<file path="src/ers_pkg.sv">
`default_nettype none
package ers_pkg;

  // width of each configuration register and of the setting fields
  localparam int REG_W = 16;

  // configuration register file
  localparam int PADDR_W = 5;
  localparam int PDATA_W = 32;
  localparam int REG_IDX_W = 3;

  localparam logic [REG_IDX_W-1:0] REG_DIST_MIN  = 3'd0;
  localparam logic [REG_IDX_W-1:0] REG_DIST_MAX  = 3'd1;
  localparam logic [REG_IDX_W-1:0] REG_COUNT_MIN = 3'd2;
  localparam logic [REG_IDX_W-1:0] REG_COUNT_MAX = 3'd3;
  localparam logic [REG_IDX_W-1:0] REG_IDLE_TMO  = 3'd4;

  // reset values of the configuration registers
  localparam logic [REG_W-1:0] RST_DIST_MIN  = 16'd0;
  localparam logic [REG_W-1:0] RST_DIST_MAX  = 16'hFFFF;
  localparam logic [REG_W-1:0] RST_COUNT_MIN = 16'd1;
  localparam logic [REG_W-1:0] RST_COUNT_MAX = 16'hFFFF;
  localparam logic [REG_W-1:0] RST_IDLE_TMO  = 16'd600;

  // saturation limit of the point and idle counters
  localparam logic [REG_W-1:0] CNT_MAX = 16'hFFFF;

  typedef struct packed {
    logic [REG_W-1:0] distance_min;
    logic [REG_W-1:0] distance_max;
    logic [REG_W-1:0] count_min;
    logic [REG_W-1:0] count_max;
    logic [REG_W-1:0] idle_timeout;
  } cfg_t;

  // run mode, one-hot
  typedef enum logic [4:0] {
    MODE_RESET      = 5'b00001,
    MODE_STOPPED    = 5'b00010,
    MODE_CONFIGURED = 5'b00100,
    MODE_STARTED    = 5'b01000,
    MODE_SENDING    = 5'b10000
  } mode_t;

  // external mode codes
  localparam logic [2:0] CODE_RESET      = 3'd0;
  localparam logic [2:0] CODE_STOPPED    = 3'd1;
  localparam logic [2:0] CODE_CONFIGURED = 3'd2;
  localparam logic [2:0] CODE_STARTED    = 3'd3;
  localparam logic [2:0] CODE_SENDING    = 3'd4;

  // input commands
  localparam logic [2:0] CMD_TICK     = 3'd0;
  localparam logic [2:0] CMD_POLL     = 3'd1;
  localparam logic [2:0] CMD_REQUEST  = 3'd2;
  localparam logic [2:0] CMD_WR_DIST  = 3'd3;
  localparam logic [2:0] CMD_WR_COUNT = 3'd4;
  localparam logic [2:0] CMD_IDENTITY = 3'd5;

  // entry actions
  localparam logic [2:0] ACT_NONE      = 3'd0;
  localparam logic [2:0] ACT_RESET     = 3'd1;
  localparam logic [2:0] ACT_STOP      = 3'd2;
  localparam logic [2:0] ACT_CONFIGURE = 3'd3;
  localparam logic [2:0] ACT_START     = 3'd4;

  // one-hot mode to external code
  function automatic logic [2:0] mode_to_code(input mode_t m);
    logic [2:0] c;
    case (m)
      MODE_RESET:      c = CODE_RESET;
      MODE_STOPPED:    c = CODE_STOPPED;
      MODE_CONFIGURED: c = CODE_CONFIGURED;
      MODE_STARTED:    c = CODE_STARTED;
      MODE_SENDING:    c = CODE_SENDING;
      default:         c = CODE_RESET;
    endcase
    return c;
  endfunction

endpackage
`default_nettype wire

</file>
<file path="src/ers_if.sv">
`default_nettype none
// input word channel
interface ers_in_if;
  logic        valid;
  logic        ready;
  logic [2:0]  command;
  logic [2:0]  target_mode;
  logic        echo_request;
  logic [15:0] write_value;
  logic        point_ready;
  logic        ball_halted;

  modport source (
    output valid, command, target_mode, echo_request, write_value, point_ready,
           ball_halted,
    input  ready
  );
  modport sink (
    input  valid, command, target_mode, echo_request, write_value, point_ready,
           ball_halted,
    output ready
  );
endinterface

// result word channel
interface ers_out_if;
  logic        valid;
  logic        ready;
  logic [2:0]  mode_now;
  logic [2:0]  entry_action;
  logic [15:0] launch_distance;
  logic        lamp_on;
  logic        point_emitted;
  logic [15:0] point_number;
  logic        run_ended;
  logic        identity_due;
  logic        echo_ack;
  logic        request_taken;
  logic [31:0] uptime_seconds;

  modport source (
    output valid, mode_now, entry_action, launch_distance, lamp_on, point_emitted,
           point_number, run_ended, identity_due, echo_ack, request_taken,
           uptime_seconds,
    input  ready
  );
  modport sink (
    input  valid, mode_now, entry_action, launch_distance, lamp_on, point_emitted,
           point_number, run_ended, identity_due, echo_ack, request_taken,
           uptime_seconds,
    output ready
  );
endinterface
`default_nettype wire

</file>
<file path="src/ers_cfg_regs.sv">
`default_nettype none
module ers_cfg_regs (
  input  wire logic                          clk,
  input  wire logic                          rst_n,
  input  wire logic                          psel,
  input  wire logic                          penable,
  input  wire logic                          pwrite,
  input  wire logic [ers_pkg::PADDR_W-1:0]   paddr,
  input  wire logic [ers_pkg::PDATA_W-1:0]   pwdata,
  output logic      [ers_pkg::PDATA_W-1:0]   prdata,
  output logic                               pready,
  output ers_pkg::cfg_t                      cfg
);

  ers_pkg::cfg_t cfg_r;
  logic [ers_pkg::REG_IDX_W-1:0] idx;
  logic wr_en;
  logic [ers_pkg::REG_W-1:0] rd_val;

  // word index from the byte address
  assign idx    = paddr[ers_pkg::PADDR_W-1:2];
  assign wr_en  = psel & penable & pwrite;
  assign pready = 1'b1;
  assign cfg    = cfg_r;

  // register writes in the access phase
  always_ff @(posedge clk) begin
    if (!rst_n) begin
      cfg_r.distance_min <= ers_pkg::RST_DIST_MIN;
      cfg_r.distance_max <= ers_pkg::RST_DIST_MAX;
      cfg_r.count_min    <= ers_pkg::RST_COUNT_MIN;
      cfg_r.count_max    <= ers_pkg::RST_COUNT_MAX;
      cfg_r.idle_timeout <= ers_pkg::RST_IDLE_TMO;
    end else if (wr_en) begin
      case (idx)
        ers_pkg::REG_DIST_MIN:  cfg_r.distance_min <= pwdata[ers_pkg::REG_W-1:0];
        ers_pkg::REG_DIST_MAX:  cfg_r.distance_max <= pwdata[ers_pkg::REG_W-1:0];
        ers_pkg::REG_COUNT_MIN: cfg_r.count_min    <= pwdata[ers_pkg::REG_W-1:0];
        ers_pkg::REG_COUNT_MAX: cfg_r.count_max    <= pwdata[ers_pkg::REG_W-1:0];
        ers_pkg::REG_IDLE_TMO:  cfg_r.idle_timeout <= pwdata[ers_pkg::REG_W-1:0];
        default: ;
      endcase
    end
  end

  // read mux
  always_comb begin
    case (idx)
      ers_pkg::REG_DIST_MIN:  rd_val = cfg_r.distance_min;
      ers_pkg::REG_DIST_MAX:  rd_val = cfg_r.distance_max;
      ers_pkg::REG_COUNT_MIN: rd_val = cfg_r.count_min;
      ers_pkg::REG_COUNT_MAX: rd_val = cfg_r.count_max;
      ers_pkg::REG_IDLE_TMO:  rd_val = cfg_r.idle_timeout;
      default:                rd_val = '0;
    endcase
    prdata = ers_pkg::PDATA_W'(rd_val);
  end

endmodule
`default_nettype wire

</file>
<file path="src/experiment_run_sequencer.sv">
// Run sequencer for a launched-ball oscillation experiment.
// in_word carries one command per word: half-second tick, main-loop poll
// (with point-ready and ball-halted flags), guarded mode request, setting
// write or identity schedule. out_word returns exactly one result word per
// input word: mode, entry action, launch distance, lamp, point report,
// run end, identity and echo flags, request status and uptime seconds.
// The user writes registers over the cfg_ APB port only while no word is in
// flight; the block does not enforce it. A word's result is registered and
// shows from the next cycle on. Throughput is one word per cycle unless
// stalled; a single combinational pass feeds the state and result registers.
// in_word.ready is high while the result register is empty or being drained
// in the same cycle, so a stalled receiver holds the result and stops intake
// only once that register is full.
// After reset the mode is reset with its entry pending, all counters are
// zero and the registers hold their reset values.
`default_nettype none
module experiment_run_sequencer #(
  parameter int SETTING_WIDTH = 16,
  parameter int UPTIME_WIDTH  = 32
) (
  input  wire logic                          clk,
  input  wire logic                          rst_n,
  ers_in_if.sink                             in_word,
  ers_out_if.source                          out_word,
  input  wire logic                          cfg_psel,
  input  wire logic                          cfg_penable,
  input  wire logic                          cfg_pwrite,
  input  wire logic [ers_pkg::PADDR_W-1:0]   cfg_paddr,
  input  wire logic [ers_pkg::PDATA_W-1:0]   cfg_pwdata,
  output logic      [ers_pkg::PDATA_W-1:0]   cfg_prdata,
  output logic                               cfg_pready
);

  localparam int CW = (SETTING_WIDTH > ers_pkg::REG_W) ? SETTING_WIDTH : ers_pkg::REG_W;

  typedef struct packed {
    logic [2:0]  mode_now;
    logic [2:0]  entry_action;
    logic [15:0] launch_distance;
    logic        lamp_on;
    logic        point_emitted;
    logic [15:0] point_number;
    logic        run_ended;
    logic        identity_due;
    logic        echo_ack;
    logic        request_taken;
    logic [31:0] uptime_seconds;
  } res_t;

  ers_pkg::cfg_t cfg;

  // state
  ers_pkg::mode_t             mode_r, mode_nxt;
  logic                       pend_r, pend_nxt;
  logic                       echo_r, echo_nxt;
  logic [SETTING_WIDTH-1:0]   dist_r, dist_nxt;
  logic [SETTING_WIDTH-1:0]   count_r, count_nxt;
  logic [ers_pkg::REG_W-1:0]  points_r, points_nxt;
  logic [ers_pkg::REG_W-1:0]  idle_r, idle_nxt;
  logic                       phase_r, phase_nxt;
  logic [1:0]                 div_r, div_nxt;
  logic                       idp_r, idp_nxt;
  logic [UPTIME_WIDTH-1:0]    up_r, up_nxt;
  logic                       lamp_r, lamp_nxt;

  res_t res_r, res_nxt;
  logic out_valid_r;
  logic accept;

  // temporaries of the update pass
  logic [ers_pkg::REG_W-1:0] idle_t;
  logic [ers_pkg::REG_W-1:0] pts_t;
  logic                      set_ok;
  logic                      pass;
  ers_pkg::mode_t            tgt;

  ers_cfg_regs u_cfg (
    .clk     (clk),
    .rst_n   (rst_n),
    .psel    (cfg_psel),
    .penable (cfg_penable),
    .pwrite  (cfg_pwrite),
    .paddr   (cfg_paddr),
    .pwdata  (cfg_pwdata),
    .prdata  (cfg_prdata),
    .pready  (cfg_pready),
    .cfg     (cfg)
  );

  // handshake: result register frees as it drains
  assign in_word.ready = ~out_valid_r | out_word.ready;
  assign accept        = in_word.valid & in_word.ready;

  // settings inside the configured window
  assign set_ok = (CW'(dist_r) >= CW'(cfg.distance_min)) &&
                  (CW'(dist_r) <= CW'(cfg.distance_max)) &&
                  (CW'(count_r) >= CW'(cfg.count_min)) &&
                  (CW'(count_r) <= CW'(cfg.count_max));

  // next state and result for one word
  always_comb begin
    mode_nxt   = mode_r;
    pend_nxt   = pend_r;
    echo_nxt   = echo_r;
    dist_nxt   = dist_r;
    count_nxt  = count_r;
    points_nxt = points_r;
    idle_nxt   = idle_r;
    phase_nxt  = phase_r;
    div_nxt    = div_r;
    idp_nxt    = idp_r;
    up_nxt     = up_r;
    lamp_nxt   = lamp_r;
    res_nxt    = '0;
    idle_t     = idle_r;
    pts_t      = points_r;
    pass       = 1'b0;
    tgt        = ers_pkg::MODE_RESET;

    case (in_word.command)
      ers_pkg::CMD_TICK: begin
        phase_nxt = ~phase_r;
        div_nxt   = div_r + 2'd1;
        // second boundary on every other tick
        if (phase_r) begin
          if (idle_r != ers_pkg::CNT_MAX) begin
            idle_t = idle_r + 16'd1;
          end
          up_nxt = up_r + UPTIME_WIDTH'(1);
        end
        idle_nxt = idle_t;
        // idle timeout falls back to stopped
        if (idle_t == cfg.idle_timeout &&
            (mode_r == ers_pkg::MODE_CONFIGURED || mode_r == ers_pkg::MODE_STARTED)) begin
          idle_nxt = '0;
          echo_nxt = 1'b0;
          mode_nxt = ers_pkg::MODE_STOPPED;
          pend_nxt = 1'b1;
        end
        if (div_nxt == 2'd0 && mode_r != ers_pkg::MODE_SENDING) begin
          idp_nxt = 1'b1;
        end
      end

      ers_pkg::CMD_POLL: begin
        // identity message outside sending
        if (idp_r && mode_r != ers_pkg::MODE_SENDING) begin
          div_nxt = '0;
          idp_nxt = 1'b0;
          res_nxt.identity_due = 1'b1;
        end
        pend_nxt = 1'b0;
        if (mode_r == ers_pkg::MODE_SENDING) begin
          // point report
          if (in_word.point_ready) begin
            if (points_r != ers_pkg::CNT_MAX) begin
              pts_t = points_r + 16'd1;
            end
            idle_nxt = '0;
            res_nxt.point_emitted = 1'b1;
            res_nxt.point_number  = pts_t;
          end
          points_nxt = pts_t;
          // run end
          if (in_word.ball_halted || CW'(pts_t) == CW'(count_r)) begin
            res_nxt.run_ended = 1'b1;
            div_nxt  = '0;
            idp_nxt  = 1'b0;
            idle_nxt = '0;
            echo_nxt = 1'b0;
            mode_nxt = ers_pkg::MODE_STOPPED;
            pend_nxt = 1'b1;
          end
        end else if (pend_r) begin
          // pending entry actions
          idle_nxt = '0;
          case (mode_r)
            ers_pkg::MODE_RESET: begin
              points_nxt = '0;
              lamp_nxt   = 1'b0;
              dist_nxt   = '0;
              count_nxt  = '0;
              res_nxt.entry_action = ers_pkg::ACT_RESET;
            end
            ers_pkg::MODE_STOPPED: begin
              points_nxt = '0;
              lamp_nxt   = 1'b0;
              res_nxt.entry_action = ers_pkg::ACT_STOP;
            end
            ers_pkg::MODE_CONFIGURED: begin
              lamp_nxt = 1'b1;
              res_nxt.entry_action = ers_pkg::ACT_CONFIGURE;
            end
            ers_pkg::MODE_STARTED: begin
              points_nxt = '0;
              res_nxt.entry_action    = ers_pkg::ACT_START;
              res_nxt.launch_distance = 16'(dist_r);
            end
            default: ;
          endcase
          if (echo_r) begin
            res_nxt.echo_ack = 1'b1;
            div_nxt = '0;
            idp_nxt = 1'b0;
          end
          // start entry moves straight on to sending
          if (mode_r == ers_pkg::MODE_STARTED) begin
            echo_nxt = 1'b0;
            mode_nxt = ers_pkg::MODE_SENDING;
            pend_nxt = 1'b1;
          end
        end
      end

      ers_pkg::CMD_REQUEST: begin
        echo_nxt = in_word.echo_request;
        if (in_word.echo_request) begin
          div_nxt = '0;
          idp_nxt = 1'b0;
        end
        // mode guards
        case (in_word.target_mode)
          ers_pkg::CODE_RESET: begin
            tgt  = ers_pkg::MODE_RESET;
            pass = 1'b1;
          end
          ers_pkg::CODE_STOPPED: begin
            tgt  = ers_pkg::MODE_STOPPED;
            pass = 1'b1;
          end
          ers_pkg::CODE_CONFIGURED: begin
            tgt  = ers_pkg::MODE_CONFIGURED;
            pass = (mode_r != ers_pkg::MODE_SENDING) && set_ok;
          end
          ers_pkg::CODE_STARTED: begin
            tgt  = ers_pkg::MODE_STARTED;
            pass = (mode_r == ers_pkg::MODE_CONFIGURED) && set_ok;
          end
          ers_pkg::CODE_SENDING: begin
            tgt  = ers_pkg::MODE_SENDING;
            pass = (mode_r == ers_pkg::MODE_STARTED);
          end
          default: ;
        endcase
        if (pass) begin
          mode_nxt = tgt;
          pend_nxt = 1'b1;
          res_nxt.request_taken = 1'b1;
        end
      end

      ers_pkg::CMD_WR_DIST:  dist_nxt  = SETTING_WIDTH'(in_word.write_value);
      ers_pkg::CMD_WR_COUNT: count_nxt = SETTING_WIDTH'(in_word.write_value);
      ers_pkg::CMD_IDENTITY: idp_nxt   = 1'b1;
      default: ;
    endcase

    res_nxt.mode_now       = ers_pkg::mode_to_code(mode_nxt);
    res_nxt.lamp_on        = lamp_nxt;
    res_nxt.uptime_seconds = 32'(up_nxt);
  end

  // state registers
  always_ff @(posedge clk) begin
    if (!rst_n) begin
      mode_r   <= ers_pkg::MODE_RESET;
      pend_r   <= 1'b1;
      echo_r   <= 1'b0;
      dist_r   <= '0;
      count_r  <= '0;
      points_r <= '0;
      idle_r   <= '0;
      phase_r  <= 1'b0;
      div_r    <= '0;
      idp_r    <= 1'b0;
      up_r     <= '0;
      lamp_r   <= 1'b0;
    end else if (accept) begin
      mode_r   <= mode_nxt;
      pend_r   <= pend_nxt;
      echo_r   <= echo_nxt;
      dist_r   <= dist_nxt;
      count_r  <= count_nxt;
      points_r <= points_nxt;
      idle_r   <= idle_nxt;
      phase_r  <= phase_nxt;
      div_r    <= div_nxt;
      idp_r    <= idp_nxt;
      up_r     <= up_nxt;
      lamp_r   <= lamp_nxt;
    end
  end

  // result register
  always_ff @(posedge clk) begin
    if (!rst_n) begin
      out_valid_r <= 1'b0;
    end else if (accept) begin
      out_valid_r <= 1'b1;
    end else if (out_word.ready) begin
      out_valid_r <= 1'b0;
    end
  end

  always_ff @(posedge clk) begin
    if (accept) begin
      res_r <= res_nxt;
    end
  end

  assign out_word.valid           = out_valid_r;
  assign out_word.mode_now        = res_r.mode_now;
  assign out_word.entry_action    = res_r.entry_action;
  assign out_word.launch_distance = res_r.launch_distance;
  assign out_word.lamp_on         = res_r.lamp_on;
  assign out_word.point_emitted   = res_r.point_emitted;
  assign out_word.point_number    = res_r.point_number;
  assign out_word.run_ended       = res_r.run_ended;
  assign out_word.identity_due    = res_r.identity_due;
  assign out_word.echo_ack        = res_r.echo_ack;
  assign out_word.request_taken   = res_r.request_taken;
  assign out_word.uptime_seconds  = res_r.uptime_seconds;

endmodule
`default_nettype wire
</file>
<file path="src/flat_wrapper.sv">
// flat-port wrapper written by rule: the top's interface ports become plain ports
module experiment_run_sequencer_flat 
#(
  parameter int SETTING_WIDTH = 16,
  parameter int UPTIME_WIDTH  = 32
)
  (clk, rst_n, cfg_psel, cfg_penable, cfg_pwrite, cfg_paddr, cfg_pwdata, cfg_prdata, cfg_pready, in_word_valid, in_word_command, in_word_target_mode, in_word_echo_request, in_word_write_value, in_word_point_ready, in_word_ball_halted, in_word_ready, out_word_valid, out_word_mode_now, out_word_entry_action, out_word_launch_distance, out_word_lamp_on, out_word_point_emitted, out_word_point_number, out_word_run_ended, out_word_identity_due, out_word_echo_ack, out_word_request_taken, out_word_uptime_seconds, out_word_ready);
  ers_in_if in_word_i ();
  ers_out_if out_word_i ();
  input  wire logic clk;
  input  wire logic rst_n;
  input  wire logic cfg_psel;
  input  wire logic cfg_penable;
  input  wire logic cfg_pwrite;
  input  wire logic [ers_pkg::PADDR_W-1:0] cfg_paddr;
  input  wire logic [ers_pkg::PDATA_W-1:0] cfg_pwdata;
  output logic      [ers_pkg::PDATA_W-1:0] cfg_prdata;
  output logic cfg_pready;
  input wire logic [$bits(in_word_i.valid)-1:0] in_word_valid;
  input wire logic [$bits(in_word_i.command)-1:0] in_word_command;
  input wire logic [$bits(in_word_i.target_mode)-1:0] in_word_target_mode;
  input wire logic [$bits(in_word_i.echo_request)-1:0] in_word_echo_request;
  input wire logic [$bits(in_word_i.write_value)-1:0] in_word_write_value;
  input wire logic [$bits(in_word_i.point_ready)-1:0] in_word_point_ready;
  input wire logic [$bits(in_word_i.ball_halted)-1:0] in_word_ball_halted;
  output wire logic [$bits(in_word_i.ready)-1:0] in_word_ready;
  output wire logic [$bits(out_word_i.valid)-1:0] out_word_valid;
  output wire logic [$bits(out_word_i.mode_now)-1:0] out_word_mode_now;
  output wire logic [$bits(out_word_i.entry_action)-1:0] out_word_entry_action;
  output wire logic [$bits(out_word_i.launch_distance)-1:0] out_word_launch_distance;
  output wire logic [$bits(out_word_i.lamp_on)-1:0] out_word_lamp_on;
  output wire logic [$bits(out_word_i.point_emitted)-1:0] out_word_point_emitted;
  output wire logic [$bits(out_word_i.point_number)-1:0] out_word_point_number;
  output wire logic [$bits(out_word_i.run_ended)-1:0] out_word_run_ended;
  output wire logic [$bits(out_word_i.identity_due)-1:0] out_word_identity_due;
  output wire logic [$bits(out_word_i.echo_ack)-1:0] out_word_echo_ack;
  output wire logic [$bits(out_word_i.request_taken)-1:0] out_word_request_taken;
  output wire logic [$bits(out_word_i.uptime_seconds)-1:0] out_word_uptime_seconds;
  input wire logic [$bits(out_word_i.ready)-1:0] out_word_ready;
  assign in_word_i.valid = in_word_valid;
  assign in_word_i.command = in_word_command;
  assign in_word_i.target_mode = in_word_target_mode;
  assign in_word_i.echo_request = in_word_echo_request;
  assign in_word_i.write_value = in_word_write_value;
  assign in_word_i.point_ready = in_word_point_ready;
  assign in_word_i.ball_halted = in_word_ball_halted;
  assign in_word_ready = in_word_i.ready;
  assign out_word_valid = out_word_i.valid;
  assign out_word_mode_now = out_word_i.mode_now;
  assign out_word_entry_action = out_word_i.entry_action;
  assign out_word_launch_distance = out_word_i.launch_distance;
  assign out_word_lamp_on = out_word_i.lamp_on;
  assign out_word_point_emitted = out_word_i.point_emitted;
  assign out_word_point_number = out_word_i.point_number;
  assign out_word_run_ended = out_word_i.run_ended;
  assign out_word_identity_due = out_word_i.identity_due;
  assign out_word_echo_ack = out_word_i.echo_ack;
  assign out_word_request_taken = out_word_i.request_taken;
  assign out_word_uptime_seconds = out_word_i.uptime_seconds;
  assign out_word_i.ready = out_word_ready;
  experiment_run_sequencer #(.SETTING_WIDTH(SETTING_WIDTH), .UPTIME_WIDTH(UPTIME_WIDTH)) u_core (.clk(clk), .rst_n(rst_n), .in_word(in_word_i), .out_word(out_word_i), .cfg_psel(cfg_psel), .cfg_penable(cfg_penable), .cfg_pwrite(cfg_pwrite), .cfg_paddr(cfg_paddr), .cfg_pwdata(cfg_pwdata), .cfg_prdata(cfg_prdata), .cfg_pready(cfg_pready));
endmodule
</file>
<file path="config.mk">
export PLATFORM = sky130hd
export DESIGN_NAME = experiment_run_sequencer_flat
export DESIGN_NICKNAME = d
export VERILOG_FILES = /design/src/ers_pkg.sv /design/src/ers_if.sv /design/src/ers_cfg_regs.sv /design/src/experiment_run_sequencer.sv /design/src/flat_wrapper.sv
export SDC_FILE = /design/constraint.sdc
export NUM_CORES = 1
export LEC_CHECK = 0
export BUFFER_PORTS_ARGS = -buffer_cell sky130_fd_sc_hd__buf_2
export CAP_MARGIN = 20
export CORE_ASPECT_RATIO = 0.5
export CORE_MARGIN = 5
export CORE_UTILIZATION = 60
export DETAILED_ROUTE_END_ITERATION = 10
export HOLD_SLACK_MARGIN = 0.03
export PLACE_DENSITY = 0.88
export SLEW_MARGIN = 0
export SYNTH_ARGS = -nofsm -noshare
export SYNTH_HDL_FRONTEND = slang
export SYNTH_HIERARCHICAL = 1
export SYNTH_SLANG_ARGS = --single-unit
</file>
<file path="constraint.sdc">
create_clock -name clk -period 6 [get_ports clk]
set_input_delay 1.2 -clock clk [delete_from_list [all_inputs] [get_ports clk]]
set_output_delay 1.2 -clock clk [all_outputs]
set_load 0.01 [all_outputs]
</file>
==> impl_metrics.sql <==
INSERT INTO impl_metrics (metric_group, metric, value, unit) VALUES
('global_route', 'grt.overflow.total', '0', ''),
('yosys', 'synth_area_in_compound_gates', '0.171', ''),
('route', 'detailed_router_iteration_count_before_antenna_repair', '7', ''),
('route', 'drt-total-wl', '44.0', 'mm'),
('setup_path', 'end_kind', 'output port', ''),
('timing', 'finalMaxSlewViolations', '0', ''),
('yosys', 'combinational_family_with_the_most_area_after_synthesis', 'simple AND/OR/NAND/NOR gates', ''),
('clock_network', 'clkSlewWorstSetupHoldPaths', '0.07', 'ns'),
('route', 'route.vias.total', '14200', ''),
('route', 'per_cell_via_count_in_the_routed_design', '6.38', ''),
('timing', 'rsz_0062_raised_after_global_routing', 'false', ''),
('timing', 'slew_headroom', '0.225', ''),
('clock_network', 'post_cts.repair.setup_buffers', '0', ''),
('global_route', 'grt_max_degree', '103', ''),
('yosys', 'postSynth.asyncResetShare', '0', ''),
('yosys', 'post_synthesis_cells', '1806', ''),
('clock_network', 'cts_hold_buf', '0', ''),
('floorplan', 'die_outline_area', '29800', 'µm²'),
('place', 'place_area', '16400', 'µm²'),
('yosys', 'ys_dominant_reg_cell', 'dfxtp_1', ''),
('yosys', 'synth_warnings', '6', ''),
('clock_network', 'clk_root_buffer_cell', 'clkbuf_16', ''),
('route', 'remaining_drc_errors', '0', ''),
('floorplan', 'starting_density_of_the_core', '0.618', ''),
('cells_and_area', 'final_area', '17300', 'µm²'),
('setup_path', 'worst-endpoint-required', '4.80', 'ns'),
('cells_and_area', 'non_filler_instance_count_after_layout', '2226', ''),
('clock_network', 'cts-root-to-sink-buffers', '3', ''),
('cells_and_area', 'filler_cell_count', '1981', ''),
('yosys', 'netlist.top_cell.by_area', 'dfxtp_1', ''),
('setup_path', 'worstReg2RegStart', 'u_core/points_r[0]', ''),
('min_path', 'hold_path_class', 'reg -> reg', ''),
('clock_network', 'tritoncts', 'built', ''),
('timing', 'setup-violations-final', '0', ''),
('timing', 'period_needed', '4.53', 'ns'),
('clock_network', 'htree_num_levels', '1', ''),
('global_route', 'first_global_vias', '13100', ''),
('cells_and_area', 'final_layout_size_suffix_gt1_frac', '0.139', ''),
('timing', 'timing.setup.tns', '0', 'ns'),
('yosys', 'synth_seq_area_share', '0.384', ''),
('yosys', 'synth_cell_types', '97', ''),
('cells_and_area', 'area.growth.synth_to_final', '9.76', '%'),
('setup_path', 'critPathMaxFanout', '25', ''),
('route', 'routedWlPerCell', '19.8', 'µm'),
('clock_network', 'cts.repair.resized', '0', ''),
('yosys', 'synth_enable_flop_cells', '76', ''),
('power', 'ir_drop', '185', 'µV'),
('yosys', 'yosys_register_bits', '265', ''),
('floorplan', 'core_area', '25500', 'µm²'),
('place', 'routability_congestion_estimate_from_global_placement', '1.03', ''),
('setup_path', 'crit_start', 'cfg_paddr[2]', ''),
('timing', 'max_slew.worst_pin.slew', '1.16', 'ns'),
('setup_path', 'crit_type', 'in -> out', ''),
('floorplan', 'rows', '41', ''),
('clock_network', 'cts_buffers', '25', ''),
('run', 'maximum_capacitance_violations', '0', ''),
('min_path', 'timing.hold.worst.start', 'u_core/dist_r[0]', ''),
('yosys', 'syn-cell-area', '15800', 'µm²'),
('run_status', 'outcome', 'complete, no violations', ''),
('setup_path', 'cp_data_arrival_time', '3.33', 'ns'),
('route', 'drtAntennaViolNets', '0', ''),
('global_route', 'grt_first_pass_wirelength', '69.2', 'mm'),
('yosys', 'post-synth-top-area-fraction', '0.240', ''),
('clock_network', 'clkSinkCount', '265', ''),
('place', 'post-dp-hpwl', '31.0', 'mm'),
('clock_network', 'clock_insertion_delay_worst_skew', '0.55', 'ns'),
('yosys', 'synthXorXnorAreaFrac', '0.0549', ''),
('power', 'power_density', '230', 'nW/µm²'),
('floorplan', 'floorplan.die.height', '125', 'µm'),
('global_route', 'grtUsageTotal', '0.279', ''),
('floorplan', 'die_w', '239', 'µm');
-- sequential cells by signal, summed over array words and instances, names as in the netlist, 2 cells and up --
name and cells:
u_core/out_word.mode_now 3, u_core/points_r 16, u_core/idle_r 16, u_core/div_r 2, u_core/out_word.uptime_seconds 32, u_core/out_word.launch_distance 16, u_core/up_r 32, u_core/out_word.point_number 16
u_core/u_cfg/cfg 80, u_core/dist_r 16, u_core/out_word.entry_action 3, u_core/mode_r 5, u_core/count_r 16
-- cell families (layout without fill, tap and decap cells) --
kind of cell,Yosys count,after routing
and+or+nand+nor,635,635
AOI/OAI and AO/OA,415,415
DFF,265,265
buffers and inverters,244,305
xor gates and xnor gates,99,99
muxes,78,78
adders and majority gates,68,68
other,2,17
-- synthesized netlist by cell type (23+ instances only) --
library cell / number
nand3_1: 66
o21ai_0: 98
inv_1: 99
xnor2_1: 51
o211ai_1: 26
and3_1: 26
a21oi_1: 98
edfxtp_1: 76
a22oi_1: 50
buf_2: 30
xor2_1: 48
nor3_1: 26
ha_1: 68
nand2_1: 188
and2_1: 31
mux2i_1: 60
buf_4: 23
dfxtp_1: 189
nor2_1: 119
clkbuf_1: 77
nand4_1: 39
-- critical path: stages --
cell and delay, ns:
buf_2 0.55, nor2b_1 0.59, buf_4 0.31, a22oi_1 0.09, o22ai_1 0.37, buf_2 0.21
-- path summary, 6_finish.rpt --
kind | endpoint | slack, ns | cells after the start
worst max-delay path | cfg_prdata[11] | 1.47 | 6
worst max register to register | u_core/idle_r[12] | 1.60 | 12
worst min-delay path | u_core/dist_r[0] | 0.46 | 2
worst min register to register | u_core/dist_r[0] | 0.46 | 2
-- layer usage --
metal / routed length [µm] / track usage / vias to the layer above
li1: - / - / 6607
met1: 18300 / 0.399 / 6620
met2: 19400 / 0.435 / 862
met3: 4780 / 0.0447 / 117
met4: 1540 / 0.0905 / 0
met5: 0 / 0 / -
-- power breakdown --
group | switching, mW | internal [mW]
Sequential | 0.0293 | 1.88
Clock | 0.731 | 1.02
Combinational | 0.221 | 0.110
Total | 0.981 | 3.00
-- layout make-up --
type	count	area, µm²	area share
Multi-Input combinational cell	1312	8680	0.501
Sequential cell	265	6070	0.350
Timing Repair Buffer	159	841	0.0485
Clock buffer	36	830	0.0479
Clock inverter	10	95.1	0.00549
Inverter	100	378	0.0218
Tap cell	344	430	0.0249
-- metrics by stage --
| step | power, mW | util | setup slack [ns] |
|---|---|---|---|
| 5_1_grt | 4.10 | 0.678 | 1.29 |
| 3_5_place_dp | 2.27 | 0.641 | 1.56 |
| 2_1_floorplan | 2.16 | - | 1.25 |
| 6_report | 3.98 | 0.678 | 1.47 |
| 3_3_place_gp | 2.26 | 0.641 | 1.59 |
| 4_1_cts | 3.99 | 0.677 | 1.55 |
-- cell usage in the layout, fill, tap and decap left out, drive strengths merged, types with 9 or more instances in the layout --
master | netlist | final
dfxtp | 189 | 189
nand2 | 188 | 188
buf | 67 | 158
nor2 | 121 | 121
inv | 100 | 103
o21ai | 100 | 100
a21oi | 99 | 99
edfxtp | 76 | 76
ha | 68 | 68
nand3 | 67 | 67
mux2i | 60 | 60
xnor2 | 51 | 51
a22oi | 50 | 50
xor2 | 48 | 48
nand4 | 45 | 45
clkbuf | 77 | 37
and2 | 31 | 31
nor3 | 28 | 28
o211ai | 27 | 27
and3 | 26 | 26
nor2b | 22 | 22
o22ai | 21 | 21
a211oi | 20 | 20
a31oi | 19 | 19
nor4 | 19 | 19
and4 | 18 | 18
mux2 | 18 | 18
or3 | 18 | 18
o311ai | 18 | 18
nand2b | 17 | 17
conb | 2 | 17
o31ai | 9 | 9
Power figures use the tool's default switching activity.
